## src/sv/pfe_pkg.sv

```systemverilog
// Shared types, constants and letter helpers for the Playfair encryption block.
// No dependencies; the top level, sequencer and datapath import this package (the RAM does not).
`default_nettype none
package pfe_pkg;

	localparam int unsigned LETTER_W = 5;
	localparam int unsigned LETTERS  = 26;
	localparam int unsigned CELLS    = 25;
	localparam int unsigned SIDE     = 5;
	localparam int unsigned RC_W     = 3;
	localparam int unsigned CFG_AW   = 3;
	localparam int unsigned CFG_DW   = 32;

	localparam logic [LETTER_W-1:0] LETTER_I   = 5'd8;
	localparam logic [LETTER_W-1:0] LETTER_J   = 5'd9;
	localparam logic [LETTER_W-1:0] LETTER_MAX = 5'd25;
	localparam logic [LETTER_W-1:0] FILLER_RST = 5'd23;
	localparam logic [LETTER_W-1:0] ALT_RST    = 5'd25;

	// Register indexes on the configuration port.
	localparam logic CFG_FILLER = 1'b0;
	localparam logic CFG_ALT    = 1'b1;

	typedef enum logic [2:0] {
		OP_CLEAR    = 3'd0,
		OP_KEY      = 3'd1,
		OP_COMPLETE = 3'd2,
		OP_TEXT     = 3'd3,
		OP_END      = 3'd4
	} op_t;

	typedef struct packed {
		logic clear;
		logic key_write;
		logic walk_start;
		logic walk_step;
		logic set_ready;
		logic hold;
		logic pair_load;
		logic b_filler;
		logic held_drop;
		logic rd_b;
		logic cap_pa;
		logic calc;
		logic sq_sel_b;
		logic cap_ea;
		logic out_load;
	} cmd_t;

	typedef struct packed {
		logic square_ready;
		logic held_valid;
		logic letter_ok;
		logic doubled;
		logic walk_last;
		logic queue_empty;
	} status_t;

	// Folds j into i on a letter already known to be in range.
	function automatic logic [LETTER_W-1:0] fold_j(input logic [LETTER_W-1:0] v);
		fold_j = (v == LETTER_J) ? LETTER_I : v;
	endfunction

	// Filler register value as used: clamped to z, j folded to i.
	function automatic logic [LETTER_W-1:0] fold_cfg(input logic [LETTER_W-1:0] v);
		logic [LETTER_W-1:0] c;
		c = (v > LETTER_MAX) ? LETTER_MAX : v;
		fold_cfg = fold_j(c);
	endfunction

	// Cell position reduced below 25.
	function automatic logic [LETTER_W-1:0] cell_wrap(input logic [LETTER_W-1:0] p);
		cell_wrap = (p >= LETTER_W'(CELLS)) ? p - LETTER_W'(CELLS) : p;
	endfunction

	function automatic logic [RC_W-1:0] cell_row(input logic [LETTER_W-1:0] p);
		logic [LETTER_W-1:0] q;
		q = cell_wrap(p);
		if (q >= 5'd20)      cell_row = 3'd4;
		else if (q >= 5'd15) cell_row = 3'd3;
		else if (q >= 5'd10) cell_row = 3'd2;
		else if (q >= 5'd5)  cell_row = 3'd1;
		else                 cell_row = 3'd0;
	endfunction

	function automatic logic [RC_W-1:0] cell_col(input logic [LETTER_W-1:0] p);
		logic [LETTER_W-1:0] q;
		logic [LETTER_W-1:0] base;
		q = cell_wrap(p);
		base = LETTER_W'(cell_row(p)) * LETTER_W'(SIDE);
		cell_col = RC_W'(q - base);
	endfunction

	function automatic logic [RC_W-1:0] rc_inc(input logic [RC_W-1:0] v);
		rc_inc = (v == RC_W'(SIDE - 1)) ? '0 : v + 1'b1;
	endfunction

	function automatic logic [LETTER_W-1:0] cell_index(input logic [RC_W-1:0] row,
		input logic [RC_W-1:0] col);
		cell_index = LETTER_W'(row) * LETTER_W'(SIDE) + LETTER_W'(col);
	endfunction

endpackage
`default_nettype wire

```

## src/sv/playfair_cipher_encrypt.sv

```systemverilog
// Playfair encryption block: key letters build a 5x5 square, text letters are paired and
// encrypted. Clear and key letter finish in their accepting cycle; complete takes that
// cycle, then one alphabet letter per cycle through the shared RAM write port. A letter
// that forms a pair makes four RAM reads through states PA, PB, CALC, EB and OUT: the first
// result shows in the same cycle as input is taken again; a new pair stalls until the last
// one has left. Asynchronous active-low reset clears control state; the RAMs stay undefined.
`default_nettype none
module playfair_cipher_encrypt (
	input  wire logic                                clk,
	input  wire logic                                arst_n,
	// Input channel.
	input  wire logic                                in_valid,
	output logic                                     in_ready,
	input  wire logic [2:0]                          operation,
	input  wire logic [pfe_pkg::LETTER_W-1:0]        letter,
	// Result channel.
	output logic                                     out_valid,
	input  wire logic                                out_ready,
	output logic [pfe_pkg::LETTER_W-1:0]             cipher_letter,
	output logic                                     last,
	// Configuration port.
	input  wire logic                                psel,
	input  wire logic                                penable,
	input  wire logic                                pwrite,
	input  wire logic [pfe_pkg::CFG_AW-1:0]          paddr,
	input  wire logic [pfe_pkg::CFG_DW-1:0]          pwdata,
	output logic [pfe_pkg::CFG_DW-1:0]               prdata,
	output logic                                     pready
);
	import pfe_pkg::*;

	logic [LETTER_W-1:0] filler_q;
	logic [LETTER_W-1:0] alt_filler_q;
	logic                cfg_write;
	logic                cfg_index;
	cmd_t                cmd;
	status_t             status;

	// The port never stalls. A write transaction lands in its access cycle,
	// and register index is the word address, so only address bit 2 decodes.
	assign pready    = 1'b1;
	assign cfg_write = psel && penable && pwrite && pready;
	assign cfg_index = paddr[2];

	always_ff @(posedge clk or negedge arst_n) begin
		if (!arst_n) begin
			filler_q     <= FILLER_RST;
			alt_filler_q <= ALT_RST;
		end else if (cfg_write) begin
			unique case (cfg_index)
				CFG_FILLER: filler_q     <= pwdata[LETTER_W-1:0];
				CFG_ALT:    alt_filler_q <= pwdata[LETTER_W-1:0];
				default: begin
				end
			endcase
		end
	end

	// Reads return the stored five bits, zero-extended to the bus.
	always_comb begin
		unique case (cfg_index)
			CFG_FILLER: prdata = CFG_DW'(filler_q);
			CFG_ALT:    prdata = CFG_DW'(alt_filler_q);
			default:    prdata = '0;
		endcase
	end

	// The sequencer takes a transaction only when idle; the datapath keeps
	// the square, the held letter and the two-entry result queue, so a
	// finished pair can wait at the output while new transactions arrive.
	pfe_ctrl u_ctrl (
		.clk       (clk),
		.arst_n    (arst_n),
		.in_valid  (in_valid),
		.in_ready  (in_ready),
		.operation (operation),
		.status    (status),
		.cmd       (cmd)
	);

	pfe_datapath u_dp (
		.clk               (clk),
		.arst_n            (arst_n),
		.cmd               (cmd),
		.letter            (letter),
		.filler_letter     (filler_q),
		.alt_filler_letter (alt_filler_q),
		.status            (status),
		.out_valid         (out_valid),
		.out_ready         (out_ready),
		.cipher_letter     (cipher_letter),
		.last              (last)
	);

endmodule
`default_nettype wire

```

## src/sv/pfe_ram.sv

```systemverilog
// Generic single-write, single-read RAM with a registered read port.
// No dependencies.
`default_nettype none
module pfe_ram #(
	parameter int unsigned WIDTH = 5,
	parameter int unsigned DEPTH = 25,
	parameter int unsigned AW    = $clog2(DEPTH)
) (
	input  wire logic             clk,
	input  wire logic             we,
	input  wire logic [AW-1:0]    waddr,
	input  wire logic [WIDTH-1:0] wdata,
	input  wire logic [AW-1:0]    raddr,
	output logic      [WIDTH-1:0] rdata
);

	logic [WIDTH-1:0] mem_q [DEPTH];

	always_ff @(posedge clk) begin
		if (we) begin
			mem_q[waddr] <= wdata;
		end
		rdata <= mem_q[raddr];
	end

endmodule
`default_nettype wire

```

## src/sv/pfe_ctrl.sv

```systemverilog
// Sequencer for the Playfair block: decodes transactions and steps the datapath.
// Depends on pfe_pkg for the command, status and operation types.
`default_nettype none
module pfe_ctrl (
	input  wire logic              clk,
	input  wire logic              arst_n,
	input  wire logic              in_valid,
	output logic                   in_ready,
	input  wire logic [2:0]        operation,
	input  wire pfe_pkg::status_t  status,
	output pfe_pkg::cmd_t          cmd
);
	import pfe_pkg::*;

	typedef enum logic [2:0] {
		ST_IDLE,
		ST_WALK,
		ST_PA,
		ST_PB,
		ST_CALC,
		ST_EB,
		ST_OUT
	} state_t;

	state_t state_q;
	state_t state_next;
	op_t    op;

	assign op       = op_t'(operation);
	assign in_ready = (state_q == ST_IDLE);

	always_comb begin
		cmd        = '0;
		state_next = state_q;
		unique case (state_q)
			ST_IDLE: begin
				if (in_valid) begin
					unique case (op)
						OP_CLEAR: begin
							cmd.clear = 1'b1;
						end
						OP_KEY: begin
							cmd.key_write = !status.square_ready && status.letter_ok;
						end
						OP_COMPLETE: begin
							if (!status.square_ready) begin
								cmd.walk_start = 1'b1;
								state_next     = ST_WALK;
							end
						end
						OP_TEXT: begin
							if (status.square_ready && status.letter_ok) begin
								if (!status.held_valid) begin
									cmd.hold = 1'b1;
								end else begin
									cmd.pair_load = 1'b1;
									cmd.b_filler  = status.doubled;
									cmd.held_drop = !status.doubled;
									state_next    = ST_PA;
								end
							end
						end
						OP_END: begin
							if (status.square_ready && status.held_valid) begin
								cmd.pair_load = 1'b1;
								cmd.b_filler  = 1'b1;
								cmd.held_drop = 1'b1;
								state_next    = ST_PA;
							end
						end
						default: begin
						end
					endcase
				end
			end
			ST_WALK: begin
				cmd.walk_step = 1'b1;
				if (status.walk_last) begin
					cmd.set_ready = 1'b1;
					state_next    = ST_IDLE;
				end
			end
			ST_PA: begin
				state_next = ST_PB;
			end
			ST_PB: begin
				cmd.rd_b   = 1'b1;
				cmd.cap_pa = 1'b1;
				state_next = ST_CALC;
			end
			ST_CALC: begin
				cmd.rd_b   = 1'b1;
				cmd.calc   = 1'b1;
				state_next = ST_EB;
			end
			ST_EB: begin
				cmd.sq_sel_b = 1'b1;
				cmd.cap_ea   = 1'b1;
				state_next   = ST_OUT;
			end
			ST_OUT: begin
				cmd.sq_sel_b = 1'b1;
				if (status.queue_empty) begin
					cmd.out_load = 1'b1;
					state_next   = ST_IDLE;
				end
			end
			default: begin
				state_next = ST_IDLE;
			end
		endcase
	end

	always_ff @(posedge clk or negedge arst_n) begin
		if (!arst_n) begin
			state_q <= ST_IDLE;
		end else begin
			state_q <= state_next;
		end
	end

endmodule
`default_nettype wire

```

## src/sv/pfe_datapath.sv

```systemverilog
// Datapath of the Playfair block: square and letter-place RAMs, pair
// registers, cell arithmetic and the two-entry result queue. Uses pfe_pkg, pfe_ram.
`default_nettype none
module pfe_datapath (
	input  wire logic                          clk,
	input  wire logic                          arst_n,
	input  wire pfe_pkg::cmd_t                 cmd,
	input  wire logic [pfe_pkg::LETTER_W-1:0]  letter,
	input  wire logic [pfe_pkg::LETTER_W-1:0]  filler_letter,
	input  wire logic [pfe_pkg::LETTER_W-1:0]  alt_filler_letter,
	output pfe_pkg::status_t                   status,
	output logic                               out_valid,
	input  wire logic                          out_ready,
	output logic [pfe_pkg::LETTER_W-1:0]       cipher_letter,
	output logic                               last
);
	import pfe_pkg::*;

	logic [LETTERS-1:0]  used_q;
	logic [LETTER_W-1:0] fill_q;
	logic                ready_q;
	logic [LETTER_W-1:0] held_q;
	logic                held_valid_q;
	logic [LETTER_W-1:0] walk_q;
	logic [LETTER_W-1:0] a_q;
	logic [LETTER_W-1:0] b_q;
	logic [LETTER_W-1:0] pa_q;
	logic [LETTER_W-1:0] eb_addr_q;
	logic [LETTER_W-1:0] ea_q;
	logic                out_valid_q;
	logic [LETTER_W-1:0] out_letter_q;
	logic                out_last_q;
	logic                pend_q;
	logic [LETTER_W-1:0] pend_letter_q;

	logic [LETTER_W-1:0] v_in;
	logic [LETTER_W-1:0] filler;
	logic [LETTER_W-1:0] v_place;
	logic                place_we;
	logic [LETTER_W-1:0] place_raddr;
	logic [LETTER_W-1:0] place_rdata;
	logic [LETTER_W-1:0] sq_raddr;
	logic [LETTER_W-1:0] sq_rdata;
	logic [RC_W-1:0]     r1, c1, r2, c2;
	logic [LETTER_W-1:0] ea_addr;
	logic [LETTER_W-1:0] eb_addr;

	assign v_in   = fold_j(letter);
	assign filler = (held_q == fold_cfg(filler_letter)) ? fold_cfg(alt_filler_letter)
		: fold_cfg(filler_letter);

	// A letter lands in the next free cell unless it is a walked j, already placed or the square is full.
	assign v_place  = cmd.walk_step ? walk_q : v_in;
	assign place_we = (cmd.key_write || (cmd.walk_step && walk_q != LETTER_J))
		&& !used_q[v_place] && (fill_q < LETTER_W'(CELLS));

	assign place_raddr = cmd.rd_b ? b_q : a_q;

	pfe_ram #(.WIDTH(LETTER_W), .DEPTH(LETTERS)) u_place (
		.clk   (clk),
		.we    (place_we),
		.waddr (v_place),
		.wdata (fill_q),
		.raddr (place_raddr),
		.rdata (place_rdata)
	);

	// Cell arithmetic: pa_q holds the place of the first letter, the RAM
	// output the place of the second.
	always_comb begin
		r1 = cell_row(pa_q);
		c1 = cell_col(pa_q);
		r2 = cell_row(place_rdata);
		c2 = cell_col(place_rdata);
		if (r1 == r2) begin
			ea_addr = cell_index(r1, rc_inc(c1));
			eb_addr = cell_index(r2, rc_inc(c2));
		end else if (c1 == c2) begin
			ea_addr = cell_index(rc_inc(r1), c1);
			eb_addr = cell_index(rc_inc(r2), c2);
		end else begin
			ea_addr = cell_index(r1, c2);
			eb_addr = cell_index(r2, c1);
		end
	end

	assign sq_raddr = cmd.sq_sel_b ? eb_addr_q : ea_addr;

	pfe_ram #(.WIDTH(LETTER_W), .DEPTH(CELLS)) u_square (
		.clk   (clk),
		.we    (place_we),
		.waddr (fill_q),
		.wdata (v_place),
		.raddr (sq_raddr),
		.rdata (sq_rdata)
	);

	always_ff @(posedge clk) begin
		if (cmd.pair_load) begin
			a_q <= held_q;
			b_q <= cmd.b_filler ? filler : v_in;
		end
		if (cmd.cap_pa) begin
			pa_q <= place_rdata;
		end
		if (cmd.calc) begin
			eb_addr_q <= eb_addr;
		end
		if (cmd.cap_ea) begin
			ea_q <= sq_rdata;
		end
	end

	always_ff @(posedge clk or negedge arst_n) begin
		if (!arst_n) begin
			used_q        <= '0;
			fill_q        <= '0;
			ready_q       <= 1'b0;
			held_q        <= '0;
			held_valid_q  <= 1'b0;
			walk_q        <= '0;
			out_valid_q   <= 1'b0;
			out_letter_q  <= '0;
			out_last_q    <= 1'b0;
			pend_q        <= 1'b0;
			pend_letter_q <= '0;
		end else begin
			if (cmd.clear) begin
				used_q       <= '0;
				fill_q       <= '0;
				ready_q      <= 1'b0;
				held_q       <= '0;
				held_valid_q <= 1'b0;
			end else begin
				if (place_we) begin
					used_q[v_place] <= 1'b1;
					fill_q          <= fill_q + 1'b1;
				end
				if (cmd.set_ready) begin
					ready_q <= 1'b1;
				end
				if (cmd.hold) begin
					held_q       <= v_in;
					held_valid_q <= 1'b1;
				end
				if (cmd.pair_load && cmd.held_drop) begin
					held_valid_q <= 1'b0;
				end
			end
			if (cmd.walk_start) begin
				walk_q <= '0;
			end else if (cmd.walk_step) begin
				walk_q <= walk_q + 1'b1;
			end
			// Result queue: the head drives the port, the second letter waits.
			if (cmd.out_load) begin
				out_valid_q   <= 1'b1;
				out_letter_q  <= ea_q;
				out_last_q    <= 1'b0;
				pend_q        <= 1'b1;
				pend_letter_q <= sq_rdata;
			end else if (out_valid_q && out_ready) begin
				out_valid_q  <= pend_q;
				out_letter_q <= pend_letter_q;
				out_last_q   <= 1'b1;
				pend_q       <= 1'b0;
			end
		end
	end

	always_comb begin
		status.square_ready = ready_q;
		status.held_valid   = held_valid_q;
		status.letter_ok    = (letter <= LETTER_MAX);
		status.doubled      = (v_in == held_q);
		status.walk_last    = (walk_q == LETTER_W'(LETTERS - 1));
		status.queue_empty  = !out_valid_q && !pend_q;
	end

	assign out_valid     = out_valid_q;
	assign cipher_letter = out_letter_q;
	assign last          = out_last_q;

	a_pend_behind_head: assert property (@(posedge clk) disable iff (!arst_n)
		pend_q |-> out_valid_q)
		else $error("second letter waiting without a head entry");

	a_load_into_empty: assert property (@(posedge clk) disable iff (!arst_n)
		cmd.out_load |-> (!out_valid_q && !pend_q))
		else $error("pair loaded into a busy result queue");

	a_clear_effect: assert property (@(posedge clk) disable iff (!arst_n)
		cmd.clear |=> (!ready_q && !held_valid_q && fill_q == '0 && used_q == '0))
		else $error("clear did not empty the square");

	a_fill_bound: assert property (@(posedge clk) disable iff (!arst_n)
		fill_q <= LETTER_W'(CELLS))
		else $error("fill count ran past the square");

endmodule
`default_nettype wire
```

## config.mk

```make
export PLATFORM = sky130hd
export DESIGN_NAME = playfair_cipher_encrypt
export DESIGN_NICKNAME = d
export VERILOG_FILES = /design/src/sv/pfe_pkg.sv /design/src/sv/playfair_cipher_encrypt.sv /design/src/sv/pfe_ram.sv /design/src/sv/pfe_ctrl.sv /design/src/sv/pfe_datapath.sv
export SDC_FILE = /design/constraint.sdc
export NUM_CORES = 1
export LEC_CHECK = 0
export ABC_CLOCK_PERIOD_IN_PS = 8800
export BUFFER_PORTS_ARGS = -buffer_cell sky130_fd_sc_hd__buf_2
export CORE_MARGIN = 10
export CORE_UTILIZATION = 30
export DETAILED_ROUTE_END_ITERATION = 7
export GPL_TIMING_DRIVEN = 1
export PLACE_DENSITY_LB_ADDON = 0.3
export SETUP_SLACK_MARGIN = 0.02
export SKIP_LAST_GASP = 1
export SLEW_MARGIN = 10
export SYNTH_ARGS = -nofsm -noshare
export SYNTH_HDL_FRONTEND = slang
export SYNTH_SLANG_ARGS = --single-unit
export TNS_END_PERCENT = 10
```

## constraint.sdc

```tcl
create_clock -name clk -period 8.8 [get_ports clk]
set_clock_uncertainty 0.1 [all_clocks]
set_input_delay 1.76 -clock clk [delete_from_list [all_inputs] [get_ports clk]]
set_output_delay 1.76 -clock clk [all_outputs]
set_load 0.05 [all_outputs]
```

# --- Word level (Yosys, flattened, before mapping) ---
# Memory sizes are Yosys's and may differ from the RTL's. A register that Yosys moved wholly into a read port is not among the register bits.
# Index checks and enable logic that the tools add are counted.
# W data, S select, Z words.
totals:
  regBits: 94
  mem_bits_rw: 255
  in_bits: 50
  output_inout_bits: 41
  elab_cells: 209
  mem_count: 2
mem_list:
  columns: ["name", "depth", "word_bits", "rd", "rd_clocked_by_memory_dff", "wr", "line_no", "rtl"]
  rows:
  - ["u_dp.u_place.mem_q", 26, 5, 1, 1, 1, "pfe_ram.sv:17", "logic [WIDTH-1:0] mem_q [DEPTH];"]
  - ["u_dp.u_square.mem_q", 25, 5, 1, 1, 1, "pfe_ram.sv:17", null]
op_classes:
  addsub: 16
  multipliers: 4
  n_lt_le_gt_ge: 16
  n_eq_ne: 31
  n_mux: 88
  bitwise: 2
  reduce_logical: 31
ops:
  columns: ["operator", "n"]
  rows:
  - ["$mux W5", 24]
  - ["$pmux W32 S2", 1]
  - ["$mux W3", 21]
  - ["$mux W26", 2]
  - ["$mux W1", 31]
  - ["$add A5 B3 Y5", 6]
  - ["$or A26 B26 Y26", 1]
  - ["$eq A3 B3 Y1 const B", 8]
  - ["$pmux W3 S7", 1]
  - ["$ge A5 B4 Y1 const B", 4]
  - ["$ge A5 B5 Y1 const B", 4]
  - ["$mul A3 B3 Y5 const B", 4]
  - ["$eq A5 B4 Y1 const B", 3]
  - ["$add A3 B1 Y3 const B", 4]
  - ["$eq A3 B2 Y1 const B", 4]
  - ["$logic_and A1 B1 Y1", 12]
  - ["$mux W4", 3]
  - ["$add A5 B1 Y5 const B", 2]
  - ["$eq A5 B5 Y1", 2]
  - ["$ge A5 B3 Y1 const B", 2]
  - ["$gt A5 B5 Y1 const B", 2]
  - ["$reduce_bool A2 Y1", 5]
  - ["$sub A5 B5 Y5 const B", 2]
  - ["$ne A3 B2 Y1 const B", 3]
  - ["25 further kinds", 37]

# --- Depth between registers and ports, before layout ---
logic_depth:
  word_depth: 14
  depth_mapped: 26
  mapped_depth_nobuf: 25

# --- Hierarchy ---
# From an unflattened synthesis, not the netlist that was laid out.
unflattened:
  cells_unflattened: 1307
  area_unflattened_um2: 17491.8
by_module_without_submodules:
  columns: ["mod", "n_inst", "cells_each", "area_per_inst_um2", "seq_area_each_um2"]
  rows:
  - ["pfe_datapath", 1, 609, 5969.5, 2152.1]
  - ["pfe_ram at u_dp.u_place", 1, 314, 5366.4, 4003.8]
  - ["pfe_ram at u_dp.u_square", 1, 271, 5079.9, 3853.7]
  - ["playfair_cipher_encrypt", 1, 58, 693.2, 259.0]
  - ["pfe_ctrl", 1, 55, 382.9, 75.1]

# --- Worst setup path before layout ---
# Ideal clock, no wire load.
synth_path:
  path_kind: "reg-to-reg"
  start: "register u_dp.pa_q[0]"
  end: "register u_dp.u_square.rdata[0] (read register of u_dp.u_square.mem_q)"
  setup_time_ps: 129
  arrival_ps: 5350
  required_ps: 8571
  setup_slack_ps: 3221
  stages_incl_launch_ff: 24
  path_buffers: 3
  synth_period_minus_slack_ps: 5579
  path_cell_list: "edfxtp_1 -> clkbuf_1 -> inv_1 -> ha_1 -> nand3_1 -> or3_1 -> and3b_1 -> a221o_1 -> inv_1 -> nor2_1 -> ha_1 -> fa_1 -> inv_1 -> ha_1 -> ha_1 -> inv_1 -> fa_1 -> a211oi_1 -> o22a_1 -> buf_2 -> buf_4 -> mux4_2 -> nand3_1 -> nand4b_1"
synth_via:
  elab_chain_len: 14
  elab_cells_between_ends: 28
  classes_between: "add/sub (7); mul (2); order compare (5); eq/ne (4); mux (10)"
synth_lines:
  columns: ["element", "line_no", "rtl"]
  rows:
  - ["start, declared", "pfe_datapath.sv:27", "logic [LETTER_W-1:0] pa_q;"]
  - ["start signal, assigned", "pfe_datapath.sv:104", "pa_q <= place_rdata;"]
  - ["$sub A5 B5 Y5 or $ge A5 B5 Y1 (tied branches)", "pfe_pkg.sv:73", "cell_wrap = (p >= LETTER_W'(CELLS)) ? p - LETTER_W'(CELLS) : p;"]
  - ["$mux W5 (*)", "pfe_pkg.sv:73", null]
  - ["$ge A5 B3 Y1", "pfe_pkg.sv:82", "else if (q >= 5'd5) cell_row = 3'd1;"]
  - ["$mux W1", "pfe_pkg.sv:82", null]
  - ["$mux W3", "pfe_pkg.sv:81", "else if (q >= 5'd10) cell_row = 3'd2;"]
  - ["$mux W3", "pfe_pkg.sv:80", "else if (q >= 5'd15) cell_row = 3'd3;"]
  - ["$mux W3", "pfe_pkg.sv:79", "if (q >= 5'd20) cell_row = 3'd4;"]
  - ["$mul A3 B3 Y5, or another cell as far along", "pfe_pkg.sv:90", "base = LETTER_W'(cell_row(p)) * LETTER_W'(SIDE);"]
  - ["$sub A3 B3 Y3 or $mux W3 (tied branches)", "pfe_pkg.sv:91, pfe_pkg.sv:95", null]
  - ["$add A3 B1 Y3, or another cell as far along", "pfe_pkg.sv:95", "rc_inc = (v == RC_W'(SIDE - 1)) ? '0 : v + 1'b1;"]
  - ["$mux W3 or $add A5 B3 Y5 (tied branches)", "pfe_pkg.sv:95, pfe_pkg.sv:100", null]
  - ["$add A5 B3 Y5 or $mux W5 (tied branches)", "pfe_pkg.sv:100, pfe_datapath.sv:78", null]
  - ["$mux W5 (*)", "pfe_datapath.sv:75", "if (r1 == r2) begin"]
  - ["$mux W5 (*)", "pfe_datapath.sv:87", "assign sq_raddr = cmd.sq_sel_b ? eb_addr_q : ea_addr;"]
  - ["end, declared", "pfe_ram.sv:14", "output logic [WIDTH-1:0] rdata"]
# Every way passes the cells marked *; elsewhere a longest branch is shown, timed or not.
# A chain may end at the register's enable or synchronous reset.

# --- Worst setup path in the final report ---
layout_path:
  start: "register u_dp.pa_q[0]"
  end: "register u_dp.u_square.rdata[1] (read register of u_dp.u_square.mem_q)"
# Same word-level chain as after synthesis.

==> results.md <==
* Worst Path Buf+Inv at 4
* Ys flop type: edfxtp_1
* Num CTS Buffers at 38
* Max-cap violations at 0
* TritonCTS clock tree: yes
* R2R Setup Slk at 1.88 ns
* Rows at 87
* Final Non-Filler Cells at 2071
* DRT Pass-1 Iters at 5
* Unrepaired setup endpoints after global routing: false
* Setup Buffers After CTS at 0
* Num Clock Sinks at 359
* GRT Overall Usage at 11.7%
* End of the worst hold path: u_dp.ea_q[4]$_DFFE_PP_
* Starting Density at 30.3%
* Initial antenna violation count at 3
* CP arrival at 7.17 ns
* Drt drc at 0
* Syn-to-layout area delta at 12.9%
* Hold Buf Count CTS at 0
* Cell family with most CP delay: adder cells
* Total number of vias at 10300
* CP Capture Type: flip-flop
* Largest net degree at the start of global routing at 70
* CP Max Fanout at 15
* Ports at 91
* Post-synth ARST share at 19.2%
* Die W at 258 um
* Crit share post-route at 78.6%
* Grt ovf at 0
* Cell area after layout at 19200 sq um
* R2r endpoint: u_dp.u_square.rdata[1]$_DFF_P_
* DP Wirelength at 26900 um
* Core Area at 56300 sq um
* CP peak stage delay at 0.80 ns
* Post-synth EDFFs at 280
* Slowest CP cell: o22a_1
* R2r startpoint: u_dp.pa_q[0]$_DFFE_PN_
* Die Ht at 258 um
* Startpoint Class: flip-flop
* Placed cell areas at 18000 sq um
* Worst path cell trace: inv_1, ha_1, nand3_1, or3_1, and3b_1, a221o_1, inv_1, nor2_1, ha_1, fa_1, inv_1, ha_1, ha_1, inv_1, fa_1, a211oi_1, o22a_1, mux4_2, and2_1, o21ai_1, a22oi_1
* Root buffer cell: clkbuf_16
* Synth Instances at 1242
* Vias in the first global route at 10400
* Post-synthesis area per instance at 13.7 sq um
* Final setup vio count at 0
* Longest Clk Path Bufs at 3
* Worst Tran Pin Value at 1.22 ns
* Total Nets Final at 1386
* IO buf count at 33
* Initial DRC Count at 637
* Top achievable clock speed at 144 MHz
* CTS resizes at 0
* Routed WL per cell at 19.0 um
* Register area share after synthesis at 60.7%
* # H-tree levels at 2
* R2R depth at 21
* Hold Vio Cnt, Final at 0
* CP required at 9.05 ns
* Fin. max-slew vios at 0
* Min-Delay Path Depth at 0
* Synth cell types at 83
* Skew-Pair Late Insertion Delay at 0.53 ns
* Yosys Warn Count at 0
* Share of cells above drive strength 1 at 16.7%
* Synthesized cell area at 17000 sq um
* Dpl cells at 2001
* Worst min path class: flip-flop to flip-flop
* Routed Wire Length at 39300 um
* CP Class: flip-flop to flip-flop
* Vias/cell at 4.97
* Slew HR at 16.6%
* Setup TNS Final at 0 ns
* Status: finished, final reports clean
* RePlAce Congestion at 0.822
* Hold_sp: u_dp.u_square.rdata[4]$_DFF_P_
* Global-route wire length before repair at 62000 um
* Die ar. at 66800 sq um
* #FFs+latches synth at 359
* Minimum clock period at 6.92 ns
* ANT nets after route at 0
* Clock transition at path regs at 0.06 ns
-- routing by layer --
layer | global-route usage (%) | part of all wire (%)
met5 | 0 | 0.053
met4 | 3.14 | 1.8
met3 | 2.19 | 5.8
met2 | 18.5 | 47
met1 | 16.1 | 45
-- cells in the final DEF (no fill, tap or decap), types with 6 or more instances in the layout --
master / instances
dfxtp_1: 10
a31oi_1: 12
a21o_1: 9
mux2_2: 36
mux2i_1: 54
xor2_1: 18
nor2_1: 108
edfxtp_1: 280
fa_1: 8
nor3_1: 12
clkinv_1: 6
dfrtp_1: 62
nand4_1: 10
inv_1: 43
nand3b_1: 6
mux4_2: 47
ha_1: 43
dfstp_2: 7
a211oi_1: 6
buf_2: 32
and3_1: 7
clkbuf_16: 41
o21ai_0: 41
and2_1: 11
xnor2_1: 12
nand2b_1: 6
o211ai_1: 13
clkbuf_1: 12
o21a_1: 37
buf_4: 22
nand3_1: 23
a21oi_1: 40
conb_1: 28
nor2b_1: 15
nand2_1: 84
-- synthesized netlist by cell type, drive strengths merged (11+ instances only) --
library cell,instances,area share [%]
a21oi,41,1.2
nor3,12,0.35
edfxtp,280,49
inv,44,0.97
and2,11,0.40
o21a,37,1.6
nor2,108,2.4
buf,45,1.9
mux2,36,2.4
nand3,25,0.79
mux4,47,6.2
nand2,84,1.8
a31oi,13,0.57
ha,43,3.2
clkbuf,33,0.73
xor2,18,0.92
o21ai,45,1.3
dfrtp,62,9.1
xnor2,12,0.62
nor2b,15,0.55
o211ai,13,0.57
mux2i,57,3.3
-- registers in the layout (all words and copies together) (netlist names) --
signal               count
u_dp.u_place.mem_q     130
u_dp.u_square.mem_q    125
u_dp.used_q             26
alt_filler_q             5
filler_q                 5
u_dp.a_q                 5
u_dp.b_q                 5
u_dp.cipher_letter       5
u_dp.ea_q                5
u_dp.eb_addr_q           5
u_dp.fill_q              5
u_dp.held_q              5
u_dp.pa_q                5
u_dp.pend_letter_q       5
u_dp.u_place.rdata       5
u_dp.u_square.rdata      5
u_dp.walk_q              5
u_ctrl.state_q           3
u_dp.held_valid_q        1
u_dp.last                1
u_dp.out_valid           1
u_dp.pend_q              1
u_dp.ready_q             1
-- per-stage QoR --
step	utilization, %	hold WS, ns	setup slack, ns
final	34.2	0.330	1.88
after global placement	32.0	0.316	1.92
after detailed placement	32.0	0.318	1.87
after global routing	34.2	0.355	1.40
after CTS	34.2	0.326	1.86
after floorplan	-	0.303	3.22
-- cell type report --
class / count / area, sq um
multi-input combinational: 786 / 6220
clock buffer: 53 / 1070
timing repair buffer: 55 / 345
sequential: 359 / 10300
tap: 756 / 946
antenna: 1 / 2.50
inverter: 45 / 169
clock inverter: 16 / 155
fill: 5476 / 37000
-- cell families (layout without fill, tap and decap cells) --
family | Yosys count | count (layout) | synth area share, %
simple gates | 307 | 307 | 8.50
mux | 140 | 140 | 11.9
xor+xnor | 31 | 31 | 1.67
compound gates | 229 | 229 | 9.48
other cells | 2 | 29 | 0.0441
flops | 359 | 359 | 60.7
fa+ha+maj | 51 | 51 | 4.10
buf+inv | 123 | 169 | 3.60
-- how the worst max path moves through the flow --
| stage | cells past startpoint | startpoint | slack (ns) | endpoint |
|---|---|---|---|---|
| final | 21 | u_dp.pa_q[0]$_DFFE_PN_ | 1.88 | u_dp.u_square.rdata[1]$_DFF_P_ |
| after global routing | 21 | u_dp.pa_q[0]$_DFFE_PN_ | 1.40 | u_dp.u_square.rdata[1]$_DFF_P_ |
| after CTS | 21 | u_dp.pa_q[0]$_DFFE_PN_ | 1.86 | u_dp.u_square.rdata[1]$_DFF_P_ |
| after detailed placement | 21 | u_dp.pa_q[0]$_DFFE_PN_ | 1.87 | u_dp.u_square.rdata[1]$_DFF_P_ |
| after global placement | 21 | u_dp.pa_q[0]$_DFFE_PN_ | 1.92 | u_dp.u_square.rdata[1]$_DFF_P_ |
| after floorplan | 23 | u_dp.pa_q[0]$_DFFE_PN_ | 3.22 | u_dp.u_square.rdata[0]$_DFF_P_ |
Power is left out: the tool's default activity adds up to more than one toggle a clock period on the data nets, which glitch-free logic cannot reach.
